$ cat config.mk
export PLATFORM = sky130hd
export DESIGN_NAME = trace_format_sniffer
export DESIGN_NICKNAME = d
export VERILOG_FILES = /design/src/sv/tfs_pkg.sv /design/src/sv/tfs_cell.sv /design/src/sv/tfs_varint.sv /design/src/sv/trace_format_sniffer.sv
export SDC_FILE = /design/constraint.sdc
export NUM_CORES = 1
export LEC_CHECK = 0
export ABC_AREA = 1
export BUFFER_PORTS_ARGS = -buffer_cell sky130_fd_sc_hd__buf_2
export CAP_MARGIN = 20
export CELL_PAD_IN_SITES_DETAIL_PLACEMENT = 1
export CELL_PAD_IN_SITES_GLOBAL_PLACEMENT = 1
export CORE_UTILIZATION = 40
export DETAILED_ROUTE_END_ITERATION = 16
export GPL_ROUTABILITY_DRIVEN = 1
export GPL_TIMING_DRIVEN = 0
export PLACE_DENSITY_LB_ADDON = 0.12
export SYNTH_ARGS = -nofsm -noshare
export SYNTH_HDL_FRONTEND = slang
export SYNTH_SLANG_ARGS = --single-unit
$ cat constraint.sdc
create_clock -name clk -period 3.6 [get_ports clk]
set_input_delay 0.18 -clock clk [delete_from_list [all_inputs] [get_ports clk]]
set_output_delay 0.18 -clock clk [all_outputs]
set_load 0.05 [all_outputs]
$ cat src/sv/tfs_pkg.sv
`default_nettype none
// ----------------------------------------------------------------------------
// tfs_pkg: shared types and constants of the trace format sniffer
// Result codes, varint phases, magic bytes and the config port layout.
// ----------------------------------------------------------------------------
package tfs_pkg;

	// result codes
	typedef enum logic [2:0] {
		KIND_UNKNOWN = 3'd0,
		KIND_ZIP     = 3'd1,
		KIND_GZIP    = 3'd2,
		KIND_JSON    = 3'd3,
		KIND_CTRACE  = 3'd4,
		KIND_SYMBOLS = 3'd5,
		KIND_PROTO   = 3'd6
	} kind_t;

	// varint walk over the leading protobuf fields, one-hot
	typedef enum logic [4:0] {
		VP_TAG     = 5'b00001,
		VP_LEN     = 5'b00010,
		VP_INNER   = 5'b00100,
		VP_MATCHED = 5'b01000,
		VP_FAILED  = 5'b10000
	} vphase_t;

	// control from the top level to the varint decoder
	typedef struct packed {
		logic take;   // a data byte is accepted this cycle
		logic clear;  // file ends this cycle, start over
	} vctrl_t;

	// configuration register indexes
	localparam int CFG_IDX_W  = 1;
	localparam int CFG_DATA_W = 16;
	localparam logic [CFG_IDX_W-1:0] REG_PACKET_TAG  = 1'b0;
	localparam logic [CFG_IDX_W-1:0] REG_SYMBOLS_TAG = 1'b1;

	localparam logic [7:0]  PACKET_TAG_RST  = 8'd10;
	localparam logic [15:0] SYMBOLS_TAG_RST = 16'd490;

	// magic values, first byte in bits 7:0
	localparam logic [31:0] ZIP_MAGIC    = 32'h0403_4B50;
	localparam logic [15:0] GZIP_MAGIC   = 16'h8B1F;
	localparam logic [15:0] JSON_OBJ     = 16'h227B;
	localparam logic [23:0] JSON_ARR     = 24'h227B5B;
	localparam logic [7:0]  PROTO_LEAD   = 8'h0A;

	// compressed text marker: eight bytes held in the chain, newest in
	// cell 0, and the closing byte that arrives behind them
	localparam int MARK_CELLS = 8;
	localparam logic [7:0] MARK_HEAD [MARK_CELLS] = '{
		8'h78, 8'h0A, 8'h3A, 8'h45, 8'h43, 8'h41, 8'h52, 8'h54
	};
	localparam logic [7:0] MARK_TAIL = 8'h9C;

	// space, tab, newline, vertical tab, form feed, return
	function automatic logic is_blank(input logic [7:0] b);
		return (b == 8'h20) || ((b >= 8'h09) && (b <= 8'h0D));
	endfunction

endpackage
`default_nettype wire

$ cat src/sv/tfs_cell.sv
`default_nettype none
// ----------------------------------------------------------------------------
// tfs_cell: one byte cell of the marker chain
// Holds one recent byte, hands it to the next cell on every data byte and
// flags a match against its own marker byte.
// ----------------------------------------------------------------------------
module tfs_cell (
	input  wire logic       clk,
	input  wire logic       arst_n,
	input  wire logic       shift_en,
	input  wire logic [7:0] byte_in,
	input  wire logic [7:0] match_byte,
	output logic      [7:0] byte_out,
	output logic            hit
);

	logic [7:0] data_q;

	// shift register stage
	always_ff @(posedge clk or negedge arst_n) begin
		if (!arst_n) begin
			data_q <= '0;
		end else if (shift_en) begin
			data_q <= byte_in;
		end
	end

	assign byte_out = data_q;
	assign hit      = (data_q == match_byte);

endmodule
`default_nettype wire

$ cat src/sv/tfs_varint.sv
`default_nettype none
// ----------------------------------------------------------------------------
// tfs_varint: leading protobuf varint checker
// Gathers the first tag, the length and the inner tag one byte at a time and
// reports whether all three matched. Only the low 16 value bits are kept,
// plus a flag for any higher bit set.
// ----------------------------------------------------------------------------
module tfs_varint
	import tfs_pkg::*;
(
	input  wire logic        clk,
	input  wire logic        arst_n,
	input  wire vctrl_t      ctrl,
	input  wire logic [7:0]  data_byte,
	input  wire logic [7:0]  packet_tag,
	input  wire logic [15:0] symbols_tag,
	output logic             matched_n
);

	vphase_t     phase_q, phase_n;
	logic [15:0] low_q, low_n, low_acc;
	logic        high_q, high_n, high_acc;
	logic [3:0]  count_q, count_n, count_inc;
	logic [6:0]  payload;
	logic        ok;
	logic        active;

	assign payload   = data_byte[6:0];
	assign count_inc = count_q + 4'd1;
	assign active    = (phase_q == VP_TAG) || (phase_q == VP_LEN) || (phase_q == VP_INNER);

	// fold the seven payload bits in at position 7*count
	always_comb begin
		low_acc  = low_q;
		high_acc = high_q;
		case (count_q)
			4'd0: low_acc = low_q | {9'd0, payload};
			4'd1: low_acc = low_q | {2'd0, payload, 7'd0};
			4'd2: begin
				low_acc  = low_q | {payload[1:0], 14'd0};
				high_acc = high_q | (|payload[6:2]);
			end
			4'd9:    high_acc = high_q | payload[0];
			default: high_acc = high_q | (|payload);
		endcase
	end

	// check of a finished varint against the current phase
	always_comb begin
		case (phase_q)
			VP_TAG:   ok = (low_acc == {8'd0, packet_tag}) && !high_acc;
			VP_LEN:   ok = (low_acc != 16'd0) || high_acc;
			VP_INNER: ok = (low_acc == symbols_tag) && !high_acc;
			default:  ok = 1'b0;
		endcase
	end

	// next state
	always_comb begin
		phase_n = phase_q;
		low_n   = low_q;
		high_n  = high_q;
		count_n = count_q;
		if (ctrl.take && active) begin
			if (!data_byte[7]) begin
				case (phase_q)
					VP_TAG:   phase_n = ok ? VP_LEN : VP_FAILED;
					VP_LEN:   phase_n = ok ? VP_INNER : VP_FAILED;
					VP_INNER: phase_n = ok ? VP_MATCHED : VP_FAILED;
					default:  phase_n = VP_FAILED;
				endcase
				low_n   = '0;
				high_n  = 1'b0;
				count_n = '0;
			end else if (count_inc >= 4'd10) begin
				phase_n = VP_FAILED;
				low_n   = '0;
				high_n  = 1'b0;
				count_n = '0;
			end else begin
				low_n   = low_acc;
				high_n  = high_acc;
				count_n = count_inc;
			end
		end
	end

	assign matched_n = (phase_n == VP_MATCHED);

	// state registers
	always_ff @(posedge clk or negedge arst_n) begin
		if (!arst_n) begin
			phase_q <= VP_TAG;
			low_q   <= '0;
			high_q  <= 1'b0;
			count_q <= '0;
		end else if (ctrl.clear) begin
			phase_q <= VP_TAG;
			low_q   <= '0;
			high_q  <= 1'b0;
			count_q <= '0;
		end else begin
			phase_q <= phase_n;
			low_q   <= low_n;
			high_q  <= high_n;
			count_q <= count_n;
		end
	end

endmodule
`default_nettype wire

$ cat src/sv/trace_format_sniffer.sv
`default_nettype none
// ----------------------------------------------------------------------------
// trace_format_sniffer: trace file format detector
// Streams a file one byte per transaction and reports its format code on
// the transaction marked last.
// ----------------------------------------------------------------------------
// The block takes one input transaction every cycle unless stalled: all
// per-byte work (magic and JSON prefix capture, an eight-cell byte chain
// matching the compressed text marker, a one-byte-per-cycle varint decoder)
// finishes in the cycle the byte is accepted. The format code is registered
// into a two-entry result buffer as the last transaction is accepted: into
// the output register, or into the skid entry while the output is stalled.
// Per-file state clears on that same edge, so the next file may start at
// once. Input stalls only when both entries are full. Config registers are
// written whenever cfg_we is high and should change only between files.
// ----------------------------------------------------------------------------
module trace_format_sniffer
	import tfs_pkg::*;
#(
	parameter int LOOKAHEAD = 64
)(
	input  wire logic                  clk,
	input  wire logic                  arst_n,
	// config port
	input  wire logic                  cfg_we,
	input  wire logic [CFG_IDX_W-1:0]  cfg_index,
	input  wire logic [CFG_DATA_W-1:0] cfg_data,
	// input channel
	input  wire logic                  in_valid,
	output logic                       in_stall,
	input  wire logic [7:0]            data_byte,
	input  wire logic                  byte_valid,
	input  wire logic                  last,
	// output channel
	output logic                       out_valid,
	input  wire logic                  out_stall,
	output logic [2:0]                 trace_kind
);

	localparam int CNT_W = $clog2(LOOKAHEAD + 1);
	localparam logic [CNT_W-1:0] LA_MAX = CNT_W'(LOOKAHEAD);

	logic [7:0]       packet_tag_q;
	logic [15:0]      symbols_tag_q;

	logic             in_fire, take, res_fire, out_fire;
	logic [CNT_W-1:0] count_q, count_n;
	logic [31:0]      head_q, head_n;
	logic [1:0]       ns_count_q, ns_count_n;
	logic [23:0]      ns_prefix_q, ns_prefix_n;
	logic             marker_q, marker_n;
	logic             in_window, chain_hit;
	logic             matched_n;
	vctrl_t           vctrl;
	kind_t            kind;

	logic [7:0]       chain_byte [MARK_CELLS+1];
	logic [MARK_CELLS-1:0] cell_hit;

	logic             skid_valid_q;
	kind_t            skid_kind_q;
	logic             out_valid_q;
	kind_t            out_kind_q;

	// handshake
	assign in_stall = skid_valid_q;
	assign in_fire  = in_valid && !in_stall;
	assign take     = in_fire && byte_valid;
	assign res_fire = in_fire && last;
	assign out_fire = out_valid_q && !out_stall;

	// config registers
	always_ff @(posedge clk or negedge arst_n) begin
		if (!arst_n) begin
			packet_tag_q  <= PACKET_TAG_RST;
			symbols_tag_q <= SYMBOLS_TAG_RST;
		end else if (cfg_we) begin
			case (cfg_index)
				REG_PACKET_TAG:  packet_tag_q  <= cfg_data[7:0];
				REG_SYMBOLS_TAG: symbols_tag_q <= cfg_data;
				default: ;
			endcase
		end
	end

	// marker chain, newest byte in cell 0
	assign chain_byte[0] = data_byte;
	for (genvar i = 0; i < MARK_CELLS; i++) begin : g_cell
		tfs_cell u_cell (
			.clk        (clk),
			.arst_n     (arst_n),
			.shift_en   (take),
			.byte_in    (chain_byte[i]),
			.match_byte (MARK_HEAD[i]),
			.byte_out   (chain_byte[i+1]),
			.hit        (cell_hit[i])
		);
	end
	assign chain_hit = &cell_hit;

	// varint decoder
	assign vctrl.take  = take;
	assign vctrl.clear = res_fire;

	tfs_varint u_varint (
		.clk         (clk),
		.arst_n      (arst_n),
		.ctrl        (vctrl),
		.data_byte   (data_byte),
		.packet_tag  (packet_tag_q),
		.symbols_tag (symbols_tag_q),
		.matched_n   (matched_n)
	);

	// per-byte state update within the lookahead window
	assign in_window = (count_q < LA_MAX);

	always_comb begin
		count_n     = count_q;
		head_n      = head_q;
		ns_count_n  = ns_count_q;
		ns_prefix_n = ns_prefix_q;
		marker_n    = marker_q;
		if (take) begin
			if (count_q < CNT_W'(4)) begin
				case (count_q[1:0])
					2'd0:    head_n[7:0]   = data_byte;
					2'd1:    head_n[15:8]  = data_byte;
					2'd2:    head_n[23:16] = data_byte;
					default: head_n[31:24] = data_byte;
				endcase
			end
			if (in_window) begin
				if (!is_blank(data_byte) && (ns_count_q != 2'd3)) begin
					case (ns_count_q)
						2'd0:    ns_prefix_n[7:0]   = data_byte;
						2'd1:    ns_prefix_n[15:8]  = data_byte;
						default: ns_prefix_n[23:16] = data_byte;
					endcase
					ns_count_n = ns_count_q + 2'd1;
				end
				if ((count_q >= CNT_W'(8)) && chain_hit && (data_byte == MARK_TAIL)) begin
					marker_n = 1'b1;
				end
				count_n = count_q + CNT_W'(1);
			end
		end
	end

	always_ff @(posedge clk or negedge arst_n) begin
		if (!arst_n) begin
			count_q     <= '0;
			head_q      <= '0;
			ns_count_q  <= '0;
			ns_prefix_q <= '0;
			marker_q    <= 1'b0;
		end else if (res_fire) begin
			count_q     <= '0;
			head_q      <= '0;
			ns_count_q  <= '0;
			ns_prefix_q <= '0;
			marker_q    <= 1'b0;
		end else begin
			count_q     <= count_n;
			head_q      <= head_n;
			ns_count_q  <= ns_count_n;
			ns_prefix_q <= ns_prefix_n;
			marker_q    <= marker_n;
		end
	end

	// classification in priority order
	always_comb begin
		if (count_n == '0) begin
			kind = KIND_UNKNOWN;
		end else if ((count_n >= CNT_W'(4)) && (head_n == ZIP_MAGIC)) begin
			kind = KIND_ZIP;
		end else if ((count_n >= CNT_W'(2)) && (head_n[15:0] == GZIP_MAGIC)) begin
			kind = KIND_GZIP;
		end else if ((ns_count_n >= 2'd2) && (ns_prefix_n[15:0] == JSON_OBJ)) begin
			kind = KIND_JSON;
		end else if ((ns_count_n == 2'd3) && (ns_prefix_n == JSON_ARR)) begin
			kind = KIND_JSON;
		end else if (marker_n) begin
			kind = KIND_CTRACE;
		end else if (matched_n) begin
			kind = KIND_SYMBOLS;
		end else if (head_n[7:0] == PROTO_LEAD) begin
			kind = KIND_PROTO;
		end else begin
			kind = KIND_UNKNOWN;
		end
	end

	// output register with one skid entry
	always_ff @(posedge clk or negedge arst_n) begin
		if (!arst_n) begin
			out_valid_q  <= 1'b0;
			skid_valid_q <= 1'b0;
		end else if (!out_valid_q || out_fire) begin
			if (skid_valid_q) begin
				out_valid_q  <= 1'b1;
				skid_valid_q <= 1'b0;
			end else begin
				out_valid_q <= res_fire;
			end
		end else if (res_fire) begin
			skid_valid_q <= 1'b1;
		end
	end

	always_ff @(posedge clk) begin
		if (!out_valid_q || out_fire) begin
			out_kind_q <= skid_valid_q ? skid_kind_q : kind;
		end else if (res_fire) begin
			skid_kind_q <= kind;
		end
	end

	assign out_valid  = out_valid_q;
	assign trace_kind = out_kind_q;

endmodule
`default_nettype wire

==> results.md <==
- Critical path cell sequence: inv_1 > ha_1 > buf_2 > nand2_1 > nand2_2 > nand2_1 > nand2_1 > nand2_1 > nand2_1 > nand2_1 > nor2_1 > nand2_1 > nor2_1 > nand2_1 > nand2_1 > nand2_1 > nand2_1 > nand2_1 > nor2_1 > nand2_1 > nand2_1 > nand2_1 > nand3_1 > nand2_1
- Simple-gate share of the synthesized area: 0.2760
- Ys flop type: dfrtp_1
- Initial DRC Count: between 300 and 400
- Tcrit/Tclk final: 0.8893
- IO Count: 37
- Clock transition at path regs: ~70 ps
- HPWL after DPL: between 15 and 20 mm
- Comb pwr share: 0.235
- Global-route wire length before repair: around 45 mm
- Clock Tree Root: clkbuf_16
- Most frequent CP cell: nand2_1
- Total CTS buffers: 17
- Largest net degree at the start of global routing: 94
- Cells after synthesis: approximately 1.2k
- Share of synthesized registers carrying an async set or reset: 0.9681
- Complex-gate fraction of the synthesized area: 0.1064
- CP arrival: 3400 ps
- Layout Nets: 1333
- CP max FO: 9
- Required @ worst endpoint: ~3800 ps
- Initial core utilization: 0.4137
- Number of port buffers: 36
- Avg Synthesized Cell Area: about 7.8 um2
- Setup repair after global routing missed its margin: false
- Clock power share: 0.334
- Sw frac: 0.3337
- Xor/xnor share of the synthesized area: 0.008315
- Switching power: between 2 and 2.5 mW
- Register bit count reported by yosys: roughly 190
- Largest family of logic cells by synthesized area: simple AND/OR/NAND/NOR gates
- F_max: approximately 0.31 GHz
- H-tree depth: 4
- Vias: ~8.1k
- Tot GR Track Use: 0.2391
- P_int: around 4.2 mW
- Placement Rows: 55
- DRT antenna net count: 0
- Leak pwr: about 5.4 nW
- Status: finished, final reports clean
- CP max stage cell: dfrtp_1
- Die ar.: approximately 0.024 mm2
- Vias in the first global route: a little under 9k
- Fin crit period: between 3000 and 4000 ps
- Die X: about 160 um
- Clock tree buffer depth: 2
- Post-synth EDFFs: 6
- Relative slew slack: 0.4895
- Worst setup EP type: register
- Wire per inst: around 17 um
- Layout cells sized above 1: 0.1014
- Worst min path class: in2reg
- Hold Fails Final Rpt: 0
- DR pass1 iterations: 4
- VDD IR max: ~0.24 mV
- Diodes inserted: 0
- Final setup viols: 0
- Clk Latency, worst-skew pair: roughly 440 ps
- CTS Sinks: ~190
- MaxCap Viol Count: 0
- Placement Setup Slack: around 370 ps
- Number of distinct library cells after synthesis: 46
- Die Y: roughly 160 um
- GPL Wtd Cong: about 0.80
- Adder-Cell Fraction of Synth Area: 0.01584
- Number of remaining DRC errors: 0
- Post-synthesis sequential area ratio: 0.5006
- Worst slew pin tran: about 770 ps
- Core Region: between 0.02 and 0.025 mm2
- Post-Syn Area: ~0.0095 mm2
- Sequential power share: 0.431
- Area Overhead vs Synth: 14.97%
- Clock Skew: roughly 11 ps
- P per Cell Area: 571.5 mW/mm2
- End-of-flow core utilization: 0.4756
- Overflow after GRT: 0
- Ys Warns: 0
- Number of antenna violations at the first check in global routing: 0
- Final Max Tran Viols: 0
- Worst Setup Path Type: reg2reg
- Final WL: 26.73 mm
- Startpoint types: register
- Via-per-instance ratio: about 5.0
- Final setup margin: 398.6 ps
- Mux contribution to synthesized area: 0.001188
- CTS tree: yes
- Worst path max stage delay: between 400 and 500 ps
- Syn Nets: 1260
## worst paths after layout
kind	start	slack, ps	cells past startpoint	to
max	u_varint.count_q[1]	400	24	trace_kind[1]
min	cfg_we	150	3	symbols_tag_q[9]
max reg2reg	u_varint.count_q[1]	400	24	trace_kind[1]
min reg2reg	g_cell[1].u_cell.byte_out[0]	480	2	g_cell[1].u_cell.byte_out[0]
max in group asynchronous	arst_n	2340	3	u_varint.phase_q[0]
min in group asynchronous	arst_n	320	2	g_cell[5].u_cell.byte_out[0]
## power groups by stage
stage,registers (mW),logic (mW),clock network [mW]
after floorplan,2.69,1.02,0
after global placement,2.71,1.40,0
after detailed placement,2.73,1.44,0
after CTS,2.69,1.48,2.12
after global routing,2.73,1.69,2.20
final,2.68,1.46,2.08
## kinds of logic after synthesis
kind of cell,after synthesis
AND/OR/NAND/NOR,599
buffers and inverters,220
flip-flops,188
AO/OA/AOI/OAI,187
adder cells (fa/ha/maj),12
XOR/XNOR,9
multiplexers,1
## sequential cells by signal (all words and copies together) (netlist names)
register,cells
g_cell.u_cell.byte_out,64
head_q,32
ns_prefix_q,24
symbols_tag_q,16
u_varint.low_q,16
packet_tag_q,8
count_q,7
u_varint.phase_q,5
u_varint.count_q,4
skid_kind_q,3
trace_kind,3
ns_count_q,2
in_stall,1
marker_q,1
out_valid,1
u_varint.high_q,1
## worst max-delay path, delay by kind of cell, from the launching register on
| family | cells | cell delay [ps] |
|---|---|---|
| buffers and inverters | 2 | 370 |
| DFF | 1 | 430 |
| and+or+nand+nor | 21 | 2000 |
| adders and majority gates | 1 | 190 |
## metrics by stage
stage | instance area (um2) | total power, mW | hold slack [ps] | cells | TNS, ps
after floorplan | 9480 | 3.705 | -115.6 | 1216 | 0
after global placement | 10050 | 4.105 | 412.1 | 1565 | -144010
after detailed placement | 10090 | 4.170 | 253.7 | 1566 | 0
after CTS | 10890 | 6.290 | 120.9 | 1615 | 0
after global routing | 10900 | 6.612 | 169.2 | 1615 | 0
final | 10900 | 6.228 | 147.1 | 1615 | 0
## synthesized netlist by cell type, drive strengths merged, types with 7 or more instances
master,count,area share
xor2,8,0.0074
inv,175,0.069
buf,17,0.011
o21a,7,0.0055
nor3,10,0.0058
nor2,172,0.074
a21oi,23,0.014
o21ai,136,0.072
nand3,64,0.039
dfstp,9,0.025
nand2,299,0.12
nor4,9,0.0066
o22ai,20,0.014
clkbuf,24,0.0095
dfrtp,173,0.46
nand4,33,0.022
ha,12,0.016
## final cells by class
cell class	count	area, um2
clock buffer	18	429.2
clock inverter	14	205.2
sequential	188	4747
inverter	179	671.9
buffer	41	197.7
timing repair buffer	54	387.9
tap	313	391.6
fill	2860	12020
multi-input combinational	808	3869
## routing by layer
layer	GRT usage	up-vias	wire length [um]
li1	-	4012	-
met1	0.3109	3995	12720
met2	0.4173	85	13110
met3	0.02750	33	499
met4	0.07003	0	403
met5	0	-	0
## cell usage in the layout (no fill, tap or decap), drive strengths merged
cell,synthesis,layout
a31oi,1,1
buf,17,54
nor3b,1,1
mux2,1,1
clkbuf,24,42
ha,12,12
dfstp,9,9
xor2,8,8
nand3,64,64
a21oi,23,23
nor2,172,172
inv,175,182
nand4,33,33
o21a,7,7
nand3b,5,5
nor3,10,10
dlygate4sd3,0,17
nor4,9,9
xnor2,1,1
and3,2,2
o22ai,20,20
clkinvlp,0,1
or2,3,3
and2,1,1
edfxtp,6,6
o21ai,136,136
clkinv,4,6
dfrtp,173,173
nand2,299,299
bufinv,0,4
## repair_timing
item,CTS,global route
endpoints found under the hold margin,109,0
hold buffers,17,0
buffers inserted,0,0
setup endpoints to repair,0,2
resized for setup,0,3
Power figures use the tool's default switching activity.
